[src/hdl/cbws_div.sv]
// ============================================================================
// cbws_div
// Restoring divider, one quotient bit per cycle. A zero divisor gives zero.
// ============================================================================
module cbws_div #(
    parameter int DW = 36,
    parameter int VW = 20
) (
    input  logic          i_clk,
    input  logic          i_rst_n,
    input  logic          i_start,
    input  logic [DW-1:0] i_num,
    input  logic [VW-1:0] i_den,
    output logic          o_done,
    output logic [DW-1:0] o_quot
);

    localparam int CW = $clog2(DW + 1);

    logic [CW-1:0] r_cnt;
    logic          r_busy;
    logic          r_done;
    logic          r_zero;
    logic [VW-1:0] r_den;
    logic [VW-1:0] r_rem;
    logic [DW-1:0] r_q;
    logic [VW:0]   w_sh;
    logic          w_ge;

    assign w_sh = {r_rem, r_q[DW-1]};
    assign w_ge = (w_sh >= {1'b0, r_den});

    always_ff @(posedge i_clk) begin
        if (!i_rst_n) begin
            r_busy <= 1'b0;
            r_done <= 1'b0;
            r_cnt  <= '0;
        end else begin
            r_done <= 1'b0;
            if (i_start) begin
                r_busy <= 1'b1;
                r_cnt  <= CW'(DW);
            end else if (r_busy) begin
                r_cnt <= r_cnt - 1'b1;
                if (r_cnt == CW'(1)) begin
                    r_busy <= 1'b0;
                    r_done <= 1'b1;
                end
            end
        end
    end

    always_ff @(posedge i_clk) begin
        if (i_start) begin
            r_q    <= i_num;
            r_rem  <= '0;
            r_den  <= i_den;
            r_zero <= (i_den == '0);
        end else if (r_busy) begin
            r_q <= {r_q[DW-2:0], w_ge};
            if (w_ge) begin
                r_rem <= VW'(w_sh - {1'b0, r_den});
            end else begin
                r_rem <= w_sh[VW-1:0];
            end
        end
    end

    assign o_done = r_done;
    assign o_quot = r_zero ? '0 : r_q;

endmodule

[config.mk]
export PLATFORM = sky130hd
export DESIGN_NAME = cbws_div
export DESIGN_NICKNAME = d
export VERILOG_FILES = /design/src/hdl/cbws_div.sv
export SDC_FILE = /design/constraint.sdc
export NUM_CORES = 1
export LEC_CHECK = 0
export ABC_AREA = 1
export BUFFER_PORTS_ARGS = -buffer_cell sky130_fd_sc_hd__buf_4
export CAP_MARGIN = 20
export CORE_MARGIN = 2
export CORE_UTILIZATION = 55
export CTS_BUF_LIST = sky130_fd_sc_hd__clkbuf_2 sky130_fd_sc_hd__clkbuf_4 sky130_fd_sc_hd__clkbuf_8
export CTS_CLUSTER_SIZE = 30
export DETAILED_ROUTE_END_ITERATION = 6
export PLACE_DENSITY = 0.88
export SYNTH_ARGS = -nofsm -noshare
export SYNTH_HDL_FRONTEND = slang
export SYNTH_SLANG_ARGS = --single-unit
[constraint.sdc]
create_clock -name i_clk -period 4.9 [get_ports i_clk]
set_input_delay 0.49 -clock i_clk [delete_from_list [all_inputs] [get_ports i_clk]]
set_output_delay 0.49 -clock i_clk [all_outputs]
set_load 0.01 [all_outputs]
* Word level (Yosys, flattened, before mapping)
Index checks and enable logic that the tools add are counted.
Storage, ports and cells: register bits after elaboration 85, latch bits 0, bits in writable memories 0, bits in read-only memories 0, input port bits 59, output and inout bits 37, logic and storage cells 28, memories kept 0
Operators by class: add/subtract/negate cells 2, $mul 0, div/mod/pow operators 0, order comparisons 1, eq/ne operators 1, shift operators 0, multiplexer cells 10, bitwise operators 2, reduce and logical (&&, ||, !) cells 4
Operators by type and width (count):
- 36-bit 2-to-1 mux | 3
- 21-bit by 20-bit greater-or-equal comparator with 1-bit output | 1
- 20-bit logical NOT | 1
- 20-bit 2-to-1 mux | 1
- 20-bit subtractor | 1
- 6-bit 2-to-1 mux | 2
- 6-bit by 1-bit == test with 1-bit output (second input constant) | 1
- 6-bit by 1-bit subtractor with 6-bit output (second input constant) | 1
- 1-bit 2-to-1 mux | 4
- 3-bit OR reduction | 1
- 1-bit NOT | 2
- 2-bit nonzero test | 1
- 2-bit OR reduction | 1

* Logic depth before layout (Yosys ltp)
depth after elaboration 4, gate-level depth with buffers 15, gate-level depth less buffers 14

* Worst setup path after synthesis
OpenSTA, ideal clock, no wires.
kind in2reg, from input port i_start, to register r_q[0], enable pin, arrival 1.690 ns, required time 4.503 ns, slack 2.813 ns, stages on the path 3, path buffers 1, cell sequence clkbuf_1 nor2_1 inv_1
On the way: longest elaborated chain between the ends 1
Ends and longest elaborated chain:
- start: declaration | RTL line 11 | input logic i_start,
- 2-bit nonzero test (no line)
- end signal: assignment | RTL line 55 | r_q <= i_num;
- end signal: assignment | RTL line 60 | r_q <= {r_q[DW-2:0], w_ge};
- end: declaration | RTL line 26 | logic [DW-1:0] r_q;
No other way between the ends. A chain may end at the register's enable or synchronous reset.

* Final worst setup path
from register r_den[7], to register r_rem[2]
On the way: longest elaborated chain between the ends 2
Ends and longest elaborated chain:
- start: declaration | RTL line 24 | logic [VW-1:0] r_den;
- start signal: assignment | RTL line 57 | r_den <= i_den;
- 21-bit by 20-bit greater-or-equal comparator with 1-bit output | RTL line 31 | assign w_ge = (w_sh >= {1'b0, r_den});
- 20-bit 2-to-1 mux | RTL line 61 | if (w_ge) begin
- end signal: assignment | RTL line 62 | r_rem <= VW'(w_sh - {1'b0, r_den});
- end signal: assignment | RTL line 64 | r_rem <= w_sh[VW-1:0];
- end: declaration | RTL line 25 | logic [VW-1:0] r_rem;
No other way between the ends.

==> impl_results.rst <==
.. list-table::
   :header-rows: 1

   * - Metric
     - Value
   * - Run status
     - complete, no violations
   * - Starting density of the core
     - 0.5589
   * - Sw Ratio
     - 0.2770
   * - Total global routing track utilization
     - 0.2580
   * - Data required time of the critical path
     - about 5 ns
   * - Count of different cell masters after synthesis
     - 35
   * - Number of vias per cell
     - between 5 and 6
   * - Cells along the critical path
     - inv_1, ha_1, nand2_1, nor2_1, nand2_1, nor2_1, nand2_1, nand2_1, nor2_2, nand2_4, nor2_1, o21ai_1
   * - Synthesized area
     - around 5000 sq um
   * - Clock slew seen by the registers of the worst setup and hold paths
     - about 0.090 ns
   * - Number of nets produced by synthesis
     - roughly 760
   * - Total DRC errors in the routed layout
     - 0
   * - Type of the worst setup path
     - reg2reg
   * - Yosys Warn Count
     - 0
   * - Global-route wire length before repair
     - 20.41 mm
   * - DPL Wire Length
     - about 9.4 mm
   * - GRT overflow
     - 0
   * - Cells after synthesis
     - 675
   * - Most Frequent Cell on Critical Path
     - sky130_fd_sc_hd__nand2_1
   * - Part of the total power dissipated in the clock network
     - 0.317
   * - Final worst-path cycle share
     - 0.5419
   * - Peak fanout along the critical path
     - 21
   * - Worst max-slew margin expressed relative to the limit
     - 0.3545
   * - Antenna diodes
     - 0
   * - H-tree levels
     - 3
   * - Power Internal
     - between 1000 and 1500 uW
   * - Worst IR Drop VDD
     - 0.1350 mV
   * - Cell types occupying the most area after synthesis
     - sky130_fd_sc_hd__edfxtp_1 34%, sky130_fd_sc_hd__nand2_1 13%, sky130_fd_sc_hd__dfxtp_1 11%, sky130_fd_sc_hd__inv_1 9.0%, sky130_fd_sc_hd__ha_1 5.4%
   * - Critical path's largest stage delay
     - between 0.7 and 0.8 ns
   * - Fraction of layout cells with a size suffix above 1
     - 0.1656
   * - Max_cap viols
     - 0
   * - Detail-routed net length per standard cell
     - about 14 um
   * - Seq pwr share
     - 0.515
   * - Overall die height
     - 99.98 um
   * - Unrepaired setup endpoints after global routing
     - false
   * - Sequential fraction of the synthesis area
     - 0.4485
   * - Tot Pwr
     - approximately 1600 uW
   * - Share of the synthesized area in the top cell type
     - 0.3379
   * - Last weighted congestion value of the routability-driven placer
     - between 0.9 and 1
   * - Routed via count
     - 4618
   * - Number of rows created at floorplan
     - 35
   * - Initial antenna violation count
     - 0
   * - Number of buffers inserted to repair setup after CTS
     - 0
   * - Die X
     - around 100 um
   * - Clock latency reported for the late side of the worst-skew pair
     - approximately 0.37 ns
   * - Slew at the pin closest to its max-slew limit
     - ~0.97 ns
   * - Final worst path period need
     - about 2.7 ns
   * - Worst Setup End Kind
     - flip-flop
   * - Area enclosed by the die boundary
     - 9995 sq um
   * - Hold WC Path Type
     - in2reg
   * - Number of endpoints with negative hold slack in the final report
     - 0
   * - # nets final
     - 844
   * - Core ar.
     - 9065 sq um
   * - Fmax
     - between 300 and 400 MHz
   * - Fraction of power consumed by combinational cells
     - 0.167
   * - Post-Syn Area per Cell
     - ~7.5 sq um
   * - Count of endpoints failing setup in the final report
     - 0
   * - Violation count after the first detailed-routing iteration
     - between 300 and 400
   * - Max-slew violations
     - 0
   * - Total Wirelength
     - around 13 mm
   * - Number of placed I/O pins
     - 96
   * - Area added between synthesis and finish
     - 19.04%
   * - Number of optimization iterations in the first detailed-route pass
     - 5
   * - CTS Root Buffer Type
     - sky130_fd_sc_hd__clkbuf_8
   * - Clock tree from TritonCTS
     - yes
   * - Most common cell after layout, fill and taps aside
     - sky130_fd_sc_hd__nand2_1
   * - Via count of the first global-routing pass
     - 4604
   * - Count of buffers from port buffering
     - 95
   * - Setup crit start kind
     - flip-flop
   * - Post-Route Hold Slack
     - 0.3118 ns
   * - Number of buffers added to fix hold violations after cts
     - 0
   * - Cell Pwr Density
     - 271.4 nW/um^2
   * - CTS Buf Count
     - 9
   * - Power spent charging and discharging nets
     - about 450 uW
   * - Cell type with the largest total area after synthesis
     - sky130_fd_sc_hd__edfxtp_1
   * - Clock sink count
     - 85
   * - Pin count of the biggest net entering global routing
     - 96
   * - Max Clock Skew
     - 0.01979 ns
   * - Post-detailed-route count of antenna-violating nets
     - 0
   * - Worst endpoint data arrival time
     - approximately 2.9 ns
   * - # resized after CTS
     - 0
   * - Seq cells post-synth
     - between 80 and 90
   * - Worst-path cell with the longest stage delay
     - sky130_fd_sc_hd__nor2_2
   * - Setup TNS after final layout
     - 0 ns
   * - Pleak
     - approximately 0.003 uW
   * - Leading cell types in the layout, fill and taps excluded
     - 178 x sky130_fd_sc_hd__nand2_1, 121 x sky130_fd_sc_hd__inv_1, 97 x sky130_fd_sc_hd__buf_4, 73 x sky130_fd_sc_hd__nor2_1, 57 x sky130_fd_sc_hd__edfxtp_1
   * - Maximum clock path buffer count
     - 2
[power by group through the flow]
stage	combinational (uW)	clock (uW)	sequential, uW
after floorplan	157	0	850
after global placement	258	0	858
after detailed placement	267	0	861
after CTS	269	522	845
after global routing	306	551	848
final	274	520	843
[through the flow]
step                      setup slack, ns  cells    util  area [sq um]
after detailed placement            2.107    861  0.6413          5813
final                               2.245    878  0.6653          6031
after global placement              2.227    861  0.6413          5813
after global routing                2.019    878  0.6653          6031
after CTS                           2.305    877  0.6636          6016
after floorplan                     2.813    675       -          5066
[state kept, by name (all words and copies together), names as in the netlist]
signal	flops
o_done	1
r_busy	1
r_cnt	6
r_den	20
r_q	36
r_rem	20
r_zero	1
[kinds of logic (layout without fill, tap and decap cells)]
kind of cell	count (synthesis)	after routing	synth area share
buffers and inverters	148	240	0.1171
adder cells (fa/ha/maj)	23	23	0.05829
AO/OA/AOI/OAI	71	71	0.07286
XOR/XNOR	10	10	0.01729
flip-flops	85	85	0.4485
AND/OR/NAND/NOR	338	338	0.2860
[synth_stat cells (all sizes together)]
| library cell | instances |
|---|---|
| a211oi | 1 |
| fa | 1 |
| nor2 | 76 |
| buf | 9 |
| o21a | 1 |
| dfxtp | 28 |
| nand3 | 51 |
| o31ai | 1 |
| xnor2 | 9 |
| a21oi | 18 |
| nand2 | 184 |
| a31oi | 2 |
| edfxtp | 57 |
| clkbuf | 13 |
| nor3 | 6 |
| nand3b | 11 |
| clkinv | 3 |
| inv | 123 |
| and3 | 1 |
| o21ai | 48 |
| nand4 | 4 |
| xor2 | 1 |
| nor4 | 5 |
| ha | 22 |
[critical path: cells and delay by family (launching register included)]
family / cells / cell delay (ns)
and+or+nand+nor: 9 / 1.70
DFF: 1 / 0.34
buffers and inverters: 1 / 0.05
adders and majority gates: 1 / 0.36
AOI/OAI and AO/OA: 1 / 0.10
[routing by layer]
layer | global-route usage | wire (um) | vias to the layer above
met3 | 0.04248 | 627 | 33
li1 | - | - | 2307
met5 | 0 | 0 | -
met2 | 0.4439 | 6341 | 156
met1 | 0.3220 | 5160 | 2122
met4 | 0.1106 | 380 | 0
[worst paths after layout]
path / slack (ns) / to / from / cells after the start
max: 2.24 / r_rem[2] / r_den[7] / 12
min: 0.31 / r_den[3] / i_den[3] / 1
max reg2reg: 2.24 / r_rem[2] / r_den[7] / 12
min reg2reg: 0.49 / r_rem[19] / r_rem[19] / 2
[area by class of cell]
cell class                      count  area (sq um)
Timing Repair Buffer               98         743.2
Sequential cell                    85          2272
Tap cell                          111         138.9
Multi-Input combinational cell    442          2201
Clock inverter                      6         71.32
Inverter                          126         473.0
Fill cell                         748          3034
Clock buffer                       10         131.4
Power figures use the tool's default switching activity.
