==> src/hdl/cbws_ram.sv <==
// ============================================================================
// cbws_ram
// Generic single-write, single-read RAM with a registered read port.
// ============================================================================
module cbws_ram #(
    parameter int WIDTH = 8,
    parameter int DEPTH = 16,
    localparam int AW = (DEPTH > 1) ? $clog2(DEPTH) : 1
) (
    input  logic             i_clk,
    input  logic             i_we,
    input  logic [AW-1:0]    i_waddr,
    input  logic [WIDTH-1:0] i_wdata,
    input  logic [AW-1:0]    i_raddr,
    output logic [WIDTH-1:0] o_rdata
);

    logic [WIDTH-1:0] r_mem [DEPTH];
    logic [WIDTH-1:0] r_rdata;

    always_ff @(posedge i_clk) begin
        if (i_we) begin
            r_mem[i_waddr] <= i_wdata;
        end
        r_rdata <= r_mem[i_raddr];
    end

    assign o_rdata = r_rdata;

endmodule

==> config.mk <==
export PLATFORM = sky130hd
export DESIGN_NAME = cbws_ram
export DESIGN_NICKNAME = d
export VERILOG_FILES = /design/src/hdl/cbws_ram.sv
export SDC_FILE = /design/constraint.sdc
export NUM_CORES = 1
export LEC_CHECK = 0
export BUFFER_PORTS_ARGS = -buffer_cell sky130_fd_sc_hd__buf_2
export CAP_MARGIN = 25
export CORE_AREA = 2 2 175 91
export DETAILED_ROUTE_END_ITERATION = 7
export DIE_AREA = 0 0 177 93
export GPL_TIMING_DRIVEN = 0
export PLACE_DENSITY = 0.54
export SETUP_SLACK_MARGIN = 0.5
export SYNTH_ARGS = -nofsm -noshare
export SYNTH_HDL_FRONTEND = slang
export SYNTH_SLANG_ARGS = --single-unit
==> constraint.sdc <==
create_clock -name i_clk -period 1.9 [get_ports i_clk]
set_input_delay 0.19 -clock i_clk [delete_from_list [all_inputs] [get_ports i_clk]]
set_output_delay 0.19 -clock i_clk [all_outputs]
set_load 0.01 [all_outputs]
# Yosys cells after proc, flatten, opt, wreduce, memory -nomap -nowiden
# Memories as Yosys holds them, arrays and structs flattened. A register that Yosys moved wholly into a read port is not among the register bits.
# Cells that the tools add are included.
totals:
  out_inout_bits: 8
  ramBits: 128
  memories: 1
  register_bits: 0
classes:
  mux: 2
mem_list:
  columns: ["name", "depth", "word_bits", "read_ports", "rd_ports_with_merged_regs", "write_ports", "line", "text"]
  rows:
  - ["r_mem", 16, 8, 1, 1, 1, "18", "logic [WIDTH-1:0] r_mem [DEPTH];"]
ops:
  columns: ["operator", "n"]
  rows:
  - ["1-bit two-way mux", 2]

# Logic depth before layout (Yosys ltp)
# Gate-level depths: netlist of the first run.
depth:
  depth_word: 2
  mapped_depth: 5

# Worst setup path before layout of the first run
# No wires, ideal clock.
synth_timing:
  kind: "input-to-reg"
  from: "in i_waddr[2]"
  to: "mem r_mem[0][0] (enable)"
  arrival_ns: 1.300
  path_slack_ns: 0.217
  required_time_ns: 1.517
  cell_stages: 2
  setup_ns: 0.383
  cell_sequence: "or3b_2 -> nor3_1"
synth_rtl:
  columns: ["item", "line", "text"]
  rows:
  - ["from (decl)", "12", "input logic [AW-1:0] i_waddr,"]
  - ["to (decl)", "18", null]
# No word-level cell before the write port.

==> flow_metrics.env, run 1 <==
export IMPL_multi_input_area_um2=1080
export IMPL_powerDensity_nw_per_um2=1120
export IMPL_cp_required_ns=2.17
export IMPL_grt_usage_pct=13.9
export IMPL_synth_edf_count=128
export IMPL_syn_num_nets=247
export IMPL_ys_seq_area_share_pct=77.8
export IMPL_status="finished, final reports clean"
export IMPL_io_buffers=24
export IMPL_drive_above_1_share_pct=33.3
export IMPL_startpoint_type="flop"
export IMPL_rsz0062_at_grt="false"
export IMPL_yosysWarnings=0
export IMPL_tightest_slew_ns=0.933
export IMPL_cts_sinks=136
export IMPL_r2r_setup_slack_ns=0.55
export IMPL_wl_um=10800
export IMPL_routed_via_count=2422
export IMPL_rr_startpoint="r_mem[4][0]"
export IMPL_ys_top_cells_by_area="edfxtp_1 (75%), mux4_2 (7.9%), mux4_1 (7.1%), dfxtp_1 (3.1%), a22oi_1 (2.3%)"
export IMPL_critPathTopFamily="multiplexers"
export IMPL_crit_fanout=1
export IMPL_seqCellArea_um2=4000
export IMPL_cts_tree="built"
export IMPL_finalSetupViolCount=0
export IMPL_worstHoldStart="i_wdata[6]"
export IMPL_vdd_drop_max_mv=0.487
export IMPL_layout_setup_ws_ns=0.545
export IMPL_max_cap_violations=0
export IMPL_root_buffer="clkbuf_16"
export IMPL_period_needed_ns=1.35
export IMPL_fmax_mhz=738
export IMPL_clk_latency_ns=0.41
export IMPL_total_leakage_power_nw=2.01
export IMPL_max_stage_delay_ns=0.57
export IMPL_ys_seq_elements=136
export IMPL_grt_max_degree=17
export IMPL_cts_hold_buf=0
export IMPL_grt_first_pass_wirelength_um=15600
export IMPL_syn2layout_area_growth_pct=19.1
export IMPL_worstPathArrival_ns=1.63
export IMPL_grt_overflow=0
export IMPL_fin_util_pct=40.8
export IMPL_final_setup_skew_ns=0.00988
export IMPL_timing_critical_path_buf_inv=0
export IMPL_num_rows=32
export IMPL_crit_type="reg2reg"
export IMPL_place_ws_ns=-0.0292
export IMPL_drc=0
export IMPL_antenna_found_initial=0
export IMPL_wl_per_cell_um=21.9
export IMPL_cts_clk_slew_worst_paths_ns=0.06
export IMPL_chipWidth_um=177
export IMPL_ctsLongestPathBuffers=2
export IMPL_dieArea_um2=16500
export IMPL_cp_slowest_cell="mux4_1"
export IMPL_dr_pass1_iters=5
export IMPL_slew_headroom_pct=37.5
export IMPL_n_fill_cell=1352
export IMPL_pin_count=26
export IMPL_numCtsBuffers=17
export IMPL_final_cells=493
export IMPL_synth_ff_type="edfxtp_1"
export IMPL_place_congestion=0.733
export IMPL_dieHeight_um=93
export IMPL_cts_max_level=4
export IMPL_hold_path_class="in2reg"
export IMPL_end_kind="flop"
export IMPL_yosys_cell_types_count=19
export IMPL_synth_area_per_cell_um2=22.5
export IMPL_crit_chain="mux4_1 > a22oi_2 > nand2_1"
export IMPL_dr_first_iter_drc_count=233
export IMPL_final_hold_viol_count=0
export IMPL_finalNetCount=293
export IMPL_critPathLaunch="r_mem[4][0]"
export IMPL_synth_area_um2=5150
export IMPL_synth_most_common_cell="edfxtp_1"
export IMPL_dp_final_hpwl_um=7220
export IMPL_yosysTopAreaCellShare_pct=74.7
export IMPL_synth_common_cells="edfxtp_1 (128), mux4_2 (18), a22oi_1 (16)"
export IMPL_grt_pass1_vias=2325
export IMPL_synth_largest_area_cell="edfxtp_1"
export IMPL_report_final_slew_viol_count=0
export IMPL_avgViaCountPerCell=4.91
export IMPL_synth_cells=229
export IMPL_synthArstFlopShare_pct=0
export IMPL_placed_cells=460
export IMPL_totalNegativeSetupSlack_ns=0
export IMPL_ant_nets=0
export IMPL_period_share_pct=71.3
export IMPL_core_area_um2=15000
export IMPL_start_util_pct=34.3
layout make-up:
cell class              count  share of cell area, %
clock inverters            14                   2.18
well taps                 204                   4.16
flip-flops and latches    136                   65.3
diodes                      1                 0.0408
repair buffers             27                   2.25
multi-input cells          83                   17.6
plain buffers              10                   1.41
clock buffers              18                   7.00
power breakdown:
part	leakage, nW	total [W]	switching (W)	internal, W
Sequential	1.22	0.00337	0.0000148	0.00335
Combinational	0.519	0.000350	0.000211	0.000139
Clock	0.264	0.00313	0.00122	0.00191
Total	2.01	0.00685	0.00144	0.00540
placed cells by master (no fill, tap or decap), drive strengths merged:
| cell | instances |
|---|---|
| clkinvlp | 4 |
| nand2 | 9 |
| nand3 | 1 |
| buf | 34 |
| nor3 | 4 |
| dfxtp | 8 |
| clkdlybuf4s25 | 3 |
| clkbuf | 18 |
| nand3b | 2 |
| nor2b | 1 |
| and2 | 1 |
| mux4 | 32 |
| nor2 | 13 |
| nand2b | 2 |
| and2b | 1 |
| or3b | 1 |
| clkinv | 8 |
| diode | 1 |
| bufinv | 2 |
| a22oi | 16 |
| edfxtp | 128 |
path summary, 6_finish.rpt:
path / endpoint / depth (start not counted)
worst max-delay path: o_rdata[0] / 3
worst max register to register: o_rdata[0] / 3
worst min register to register: o_rdata[6] / 3
worst min-delay path: r_mem[7][6] / 1
worst reg2reg max path: cells and delay by family, from the launching register on:
family	cells	cell delay (ns)
multiplexers	1	0.57
flip-flops	1	0.37
AO/OA/AOI/OAI	1	0.17
AND/OR/NAND/NOR	1	0.12
state kept, by name, indices dropped and copies added (netlist names):
name     flops
r_mem      128
o_rdata      8
per-layer routing:
metal / vias up / global-route usage, % / wire length, µm
li1: 1064 / - / -
met1: 1272 / 22.5 / 5390
met2: 80 / 17.5 / 4430
met3: 6 / 4.23 / 920
met4: 0 / 4.13 / 57
met5: - / 0 / 0
kinds of logic (layout without fill, tap and decap cells):
logic type	after synthesis	in the layout	synth area share (%)
flops	136	136	77.8
simple gates	35	35	3.18
mux	32	32	15.0
compound gates	16	16	2.33
buf+inv	10	69	1.68
other cells	0	1	0
metrics by stage:
step	cell area, µm²	power, W	hold slack (ns)
after floorplan	5150	0.00361	0.289
after global placement	5530	0.00377	0.584
after detailed placement	5550	0.00378	0.585
after CTS	6120	0.00690	0.186
after global routing	6130	0.00705	0.198
final	6130	0.00685	0.185
what timing repair did:
| item | in CTS | in global routing |
|---|---|---|
| buffers inserted | 0 | 0 |
| endpoints found under the setup margin | 27 | 11 |
| resized for setup | 8 | 4 |
| hold endpoints to repair | 0 | 0 |
(Power assumes the default switching activity.)
==> inputs of run 2 (changes only) <==
PLACE_DENSITY = 0.56   (was 0.54)
clock period = 1.2 ns   (was 1.9 ns; I/O delays follow)
==> flow_metrics.env, run 2 (synthesis results as in run 1) <==
export IMPL_maxUsedRoutingLayer="met4"
export IMPL_sw_frac_of_total_pct=20.8
export IMPL_final_hold_viol_count=0
export IMPL_status="finished, violations left"
export IMPL_grt_usage_pct=14.8
export IMPL_rr_worst_depth=3
export IMPL_critPathLaunch="r_mem[11][2]"
export IMPL_dp_final_hpwl_um=7180
export IMPL_cts_max_level=4
export IMPL_antenna_found_initial=0
export IMPL_num_rows=32
export IMPL_numCtsBuffers=17
export IMPL_crit_fanout=1
export IMPL_cts_clk_slew_worst_paths_ns=0.06
export IMPL_finalSetupViolCount=8
export IMPL_dr_first_iter_drc_count=283
export IMPL_start_util_pct=34.3
export IMPL_clk_latency_ns=0.41
export IMPL_antennaDiodeCount=0
export IMPL_avgViaCountPerCell=4.92
export IMPL_rr_startpoint="r_mem[11][2]"
export IMPL_largest_register_ffs=128
export IMPL_report_final_slew_viol_count=0
export IMPL_wl_um=11100
export IMPL_power_frac_seq_pct=46.3
export IMPL_crit_type="reg2reg"
export IMPL_final_cell_mix="edfxtp_1 (128), mux4_2 (32), buf_12 (19)"
export IMPL_met2RoutedLength_um=4590
export IMPL_grt_first_pass_wirelength_um=16700
export IMPL_ctsLongestPathBuffers=2
export IMPL_vdd_drop_max_mv=0.747
export IMPL_syn2layout_area_growth_pct=32.0
export IMPL_period_share_pct=108
export IMPL_worstHoldStart="i_wdata[5]"
export IMPL_grt_pass1_vias=2631
export IMPL_cts_sinks=136
export IMPL_final_setup_skew_ns=0.00723
export IMPL_internal_power_w=0.00913
export IMPL_drive_above_1_share_pct=49.7
export IMPL_routed_via_count=2521
export IMPL_dieArea_um2=16500
export IMPL_p_switching_w=0.00240
export IMPL_violations="setup timing"
export IMPL_r2r_setup_slack_ns=-0.09
export IMPL_layout_setup_ws_ns=-0.0911
export IMPL_largest_register="r_mem"
export IMPL_period_needed_ns=1.29
export IMPL_hold_path_depth=1
export IMPL_powerDensity_nw_per_um2=1700
export IMPL_final_common_cell="edfxtp_1"
export IMPL_end_kind="flop"
export IMPL_power_total_w=0.0115
export IMPL_wl_met1_um=5560
export IMPL_dr_pass1_iters=4
export IMPL_clkPwrFrac_pct=47.6
export IMPL_root_buffer="clkbuf_16"
export IMPL_cts_tree="built"
export IMPL_grt_max_degree=17
export IMPL_wl_per_cell_um=21.7
export IMPL_worstPathArrival_ns=1.58
export IMPL_rsz0062_at_grt="true"
export IMPL_placed_cells=457
export IMPL_max_cap_violations=0
export IMPL_startpoint_type="flop"
export IMPL_combPwrFrac_pct=6.0
export IMPL_drc=0
export IMPL_grt_overflow=0
export IMPL_slew_headroom_pct=35.5
export IMPL_hold_path_class="in2reg"
export IMPL_pin_count=26
export IMPL_core_area_um2=15000
export IMPL_cts_hold_buf=0
export IMPL_ant_nets=0
export IMPL_chipWidth_um=177
export IMPL_io_buffers=24
export IMPL_place_congestion=0.697
export IMPL_final_cells=512
export IMPL_fmax_mhz=775
export IMPL_dieHeight_um=93
export IMPL_cp_required_ns=1.49
export IMPL_finalNetCount=313
export IMPL_tightest_slew_ns=0.964
export IMPL_total_leakage_power_nw=2.20
export IMPL_dr_wl_met3_um=903
[run 2: cell types whose count changed in the layout (fill, tap and decap cells not counted), moves of 4 or more]
cell,previous run,this run
a22oi_1,12,8
a22oi_2,4,8
buf_12,0,19
buf_2,29,18
buf_6,3,9
dfxtp_1,8,4
dfxtp_2,0,4
mux4_1,10,0
mux4_2,22,32
nor2_1,10,1
nor2_4,0,12
[run 2: power groups by stage]
stage / Clock, W / Combinational (W) / Sequential [W]
final: 0.00549 / 0.000695 / 0.00534
after global placement: 0 / 0.000579 / 0.00543
after CTS: 0.00556 / 0.000676 / 0.00534
after detailed placement: 0 / 0.000588 / 0.00544
after floorplan: 0 / 0.000322 / 0.00545
after global routing: 0.00581 / 0.000746 / 0.00535
[run 2: layout make-up]
class                   count  area (µm²)
repair buffers             47         564
clock buffers              18         429
plain buffers              10         120
fillers                  1291        8220
multi-input cells          83        1220
well taps                 204         255
flip-flops and latches    136        4010
clock inverters            14         199
[run 2: worst paths after layout]
path,end
setup / recovery,o_rdata[2]
hold / removal,r_mem[15][5]
setup reg to reg,o_rdata[2]
hold reg to reg,o_rdata[3]
[run 2: per-layer routing]
metal | vias up | global-route usage, %
met5 | - | 0
li1 | 1101 | -
met3 | 11 | 4.67
met4 | 0 | 4.34
met1 | 1326 | 22.8
met2 | 83 | 19.6
[run 2: worst max-delay path, stage by stage (launching register included)]
cell and delay (ns):
edfxtp_1 0.35, mux4_2 0.49, a22oi_1 0.23, nand2_1 0.09
[run 2: repair_timing]
| item | CTS | global route |
|---|---|---|
| endpoints found under the hold margin | 0 | 0 |
| resized for setup | 26 | 11 |
| setup buffers | 22 | 1 |
| pin swaps | 22 | 11 |
| endpoints found under the setup margin | 144 | 114 |
[run 2: through the flow]
stage	util (%)	worst slack (ns)	area [µm²]	TNS, ns	hold WS [ns]
after detailed placement	37.6	-0.439	5650	-34.33	0.519
after CTS	44.9	-0.100	6740	-0.533	0.0882
after global routing	45.3	-0.160	6790	-0.956	0.0856
after floorplan	-	-0.0230	5280	-0.184	0.219
final	45.3	-0.0911	6790	-0.446	0.0915
after global placement	37.6	-0.429	5650	-31.71	0.509
==> inputs of run 3 (changes only) <==
SETUP_SLACK_MARGIN = 0.4   (was 0.5)
==> flow_metrics.env, run 3 (synthesis results as in run 1) <==
export IMPL_cp_required_ns=1.49
export IMPL_dieArea_um2=16500
export IMPL_p_switching_w=0.00240
export IMPL_period_share_pct=107
export IMPL_placed_cells=457
export IMPL_wl_met1_um=5420
export IMPL_dr_pass1_iters=4
export IMPL_power_total_w=0.0115
export IMPL_grt_usage_pct=14.5
export IMPL_chipWidth_um=177
export IMPL_rr_startpoint="r_mem[11][2]"
export IMPL_syn2layout_area_growth_pct=31.5
export IMPL_dp_final_hpwl_um=7180
export IMPL_maxUsedRoutingLayer="met4"
export IMPL_slew_headroom_pct=37.9
export IMPL_dieHeight_um=93
export IMPL_antenna_found_initial=0
export IMPL_root_buffer="clkbuf_16"
export IMPL_dr_wl_met3_um=980
export IMPL_fin_util_pct=45.1
export IMPL_cts_clk_slew_worst_paths_ns=0.06
export IMPL_total_leakage_power_nw=2.19
export IMPL_fmax_mhz=775
export IMPL_met2RoutedLength_um=4500
export IMPL_startpoint_type="flop"
export IMPL_cts_tree="built"
export IMPL_r2r_end="o_rdata[2]"
export IMPL_worstPathArrival_ns=1.58
export IMPL_internal_power_w=0.00912
export IMPL_routed_via_count=2551
export IMPL_pin_count=26
export IMPL_grt_pass1_vias=2585
export IMPL_grt_max_degree=17
export IMPL_ctsLongestPathBuffers=2
export IMPL_start_util_pct=34.3
export IMPL_status="finished, violations left"
export IMPL_io_buffers=24
export IMPL_final_setup_skew_ns=0.00561
export IMPL_core_area_um2=15000
export IMPL_num_rows=32
export IMPL_placed_area_um2=5650
export IMPL_dr_first_iter_drc_count=259
export IMPL_end_kind="flop"
export IMPL_cts_sinks=136
export IMPL_place_congestion=0.697
export IMPL_cts_max_level=4
export IMPL_final_cells=510
export IMPL_max_cap_violations=0
export IMPL_crit_fanout=1
export IMPL_period_needed_ns=1.29
export IMPL_crit_path_end="o_rdata[2]"
export IMPL_numCtsBuffers=17
export IMPL_fin_area_um2=6770
export IMPL_n_fill_cell=1281
export IMPL_r2r_setup_slack_ns=-0.09
export IMPL_drive_above_1_share_pct=49.3
export IMPL_final_common_cell="edfxtp_1"
export IMPL_crit_type="reg2reg"
export IMPL_largest_register="r_mem"
export IMPL_avgViaCountPerCell=5.00
export IMPL_antennaDiodeCount=0
export IMPL_hold_path_class="in2reg"
export IMPL_finalSetupViolCount=8
export IMPL_grt_first_pass_wirelength_um=16400
export IMPL_clk_latency_ns=0.41
export IMPL_rr_worst_depth=3
export IMPL_tightest_slew_ns=0.928
export IMPL_sw_frac_of_total_pct=20.8
export IMPL_layout_setup_ws_ns=-0.0896
export IMPL_violations="setup timing"
export IMPL_wl_um=11000
export IMPL_combPwrFrac_pct=6.0
export IMPL_powerDensity_nw_per_um2=1700
export IMPL_drc=0
export IMPL_clkPwrFrac_pct=47.7
export IMPL_critPathLaunch="r_mem[11][2]"
export IMPL_grt_overflow=0
export IMPL_rsz0062_at_grt="true"
export IMPL_vdd_drop_max_mv=0.745
export IMPL_largest_register_ffs=128
export IMPL_report_final_slew_viol_count=0
export IMPL_final_hold_viol_count=0
export IMPL_final_cell_mix="edfxtp_1 (128), mux4_2 (32), buf_12 (19)"
export IMPL_ant_nets=0
export IMPL_totalNegativeSetupSlack_ns=-0.441
export IMPL_power_frac_seq_pct=46.4
export IMPL_finalNetCount=311
export IMPL_wl_per_cell_um=21.6
export IMPL_cts_hold_buf=0
[run 3: worst max-delay path, stage by stage, from the launching register on]
cell      delay [ns]
edfxtp_1        0.35
mux4_2          0.49
a22oi_1         0.24
nand2_1         0.09
[run 3: timing repair]
| action | in CTS | in global routing |
|---|---|---|
| pin swaps | 21 | 11 |
| resized for setup | 20 | 15 |
| endpoints found under the setup margin | 135 | 120 |
| setup buffers | 17 | 4 |
[run 3: worst min-delay path by stage]
stage / startpoint / end / slack, ns / depth (start not counted)
after floorplan: i_wdata[0] / r_mem[0][0] / 0.22 / 0
after CTS: i_wdata[5] / r_mem[10][5] / 0.09 / 1
after detailed placement: i_wdata[5] / r_mem[8][5] / 0.52 / 1
final: i_wdata[5] / r_mem[15][5] / 0.09 / 1
after global placement: i_wdata[5] / r_mem[13][5] / 0.51 / 1
after global routing: i_wdata[5] / r_mem[2][5] / 0.09 / 1
[run 3: layer usage]
layer  vias up  global-route usage (%)
li1       1101                       -
met1      1344                    22.7
met2        95                    19.0
met3        11                    4.67
met4         0                    4.13
met5         -                       0
[run 3: power by group through the flow]
stage	Clock, W	Combinational (W)	Sequential [W]
final	0.00549	0.000687	0.00534
after global routing	0.00581	0.000737	0.00535
after CTS	0.00556	0.000659	0.00534
after detailed placement	0	0.000588	0.00544
after global placement	0	0.000579	0.00543
after floorplan	0	0.000322	0.00545
[run 3: cell type report]
class / instances / area, µm² / area share (%)
clock inverter: 14 / 199 / 2.94
buffer: 10 / 120 / 1.77
sequential: 136 / 4010 / 59.2
timing repair buffer: 45 / 546 / 8.06
tap: 204 / 255 / 3.77
multi-input combinational: 83 / 1210 / 17.9
clock buffer: 18 / 429 / 6.34
[run 3: stage by stage]
stage	hold slack, ns	setup slack [ns]
6_report	0.0933	-0.0896
5_1_grt	0.0899	-0.160
4_1_cts	0.0882	-0.100
3_5_place_dp	0.519	-0.439
3_3_place_gp	0.509	-0.429
2_1_floorplan	0.219	-0.0230
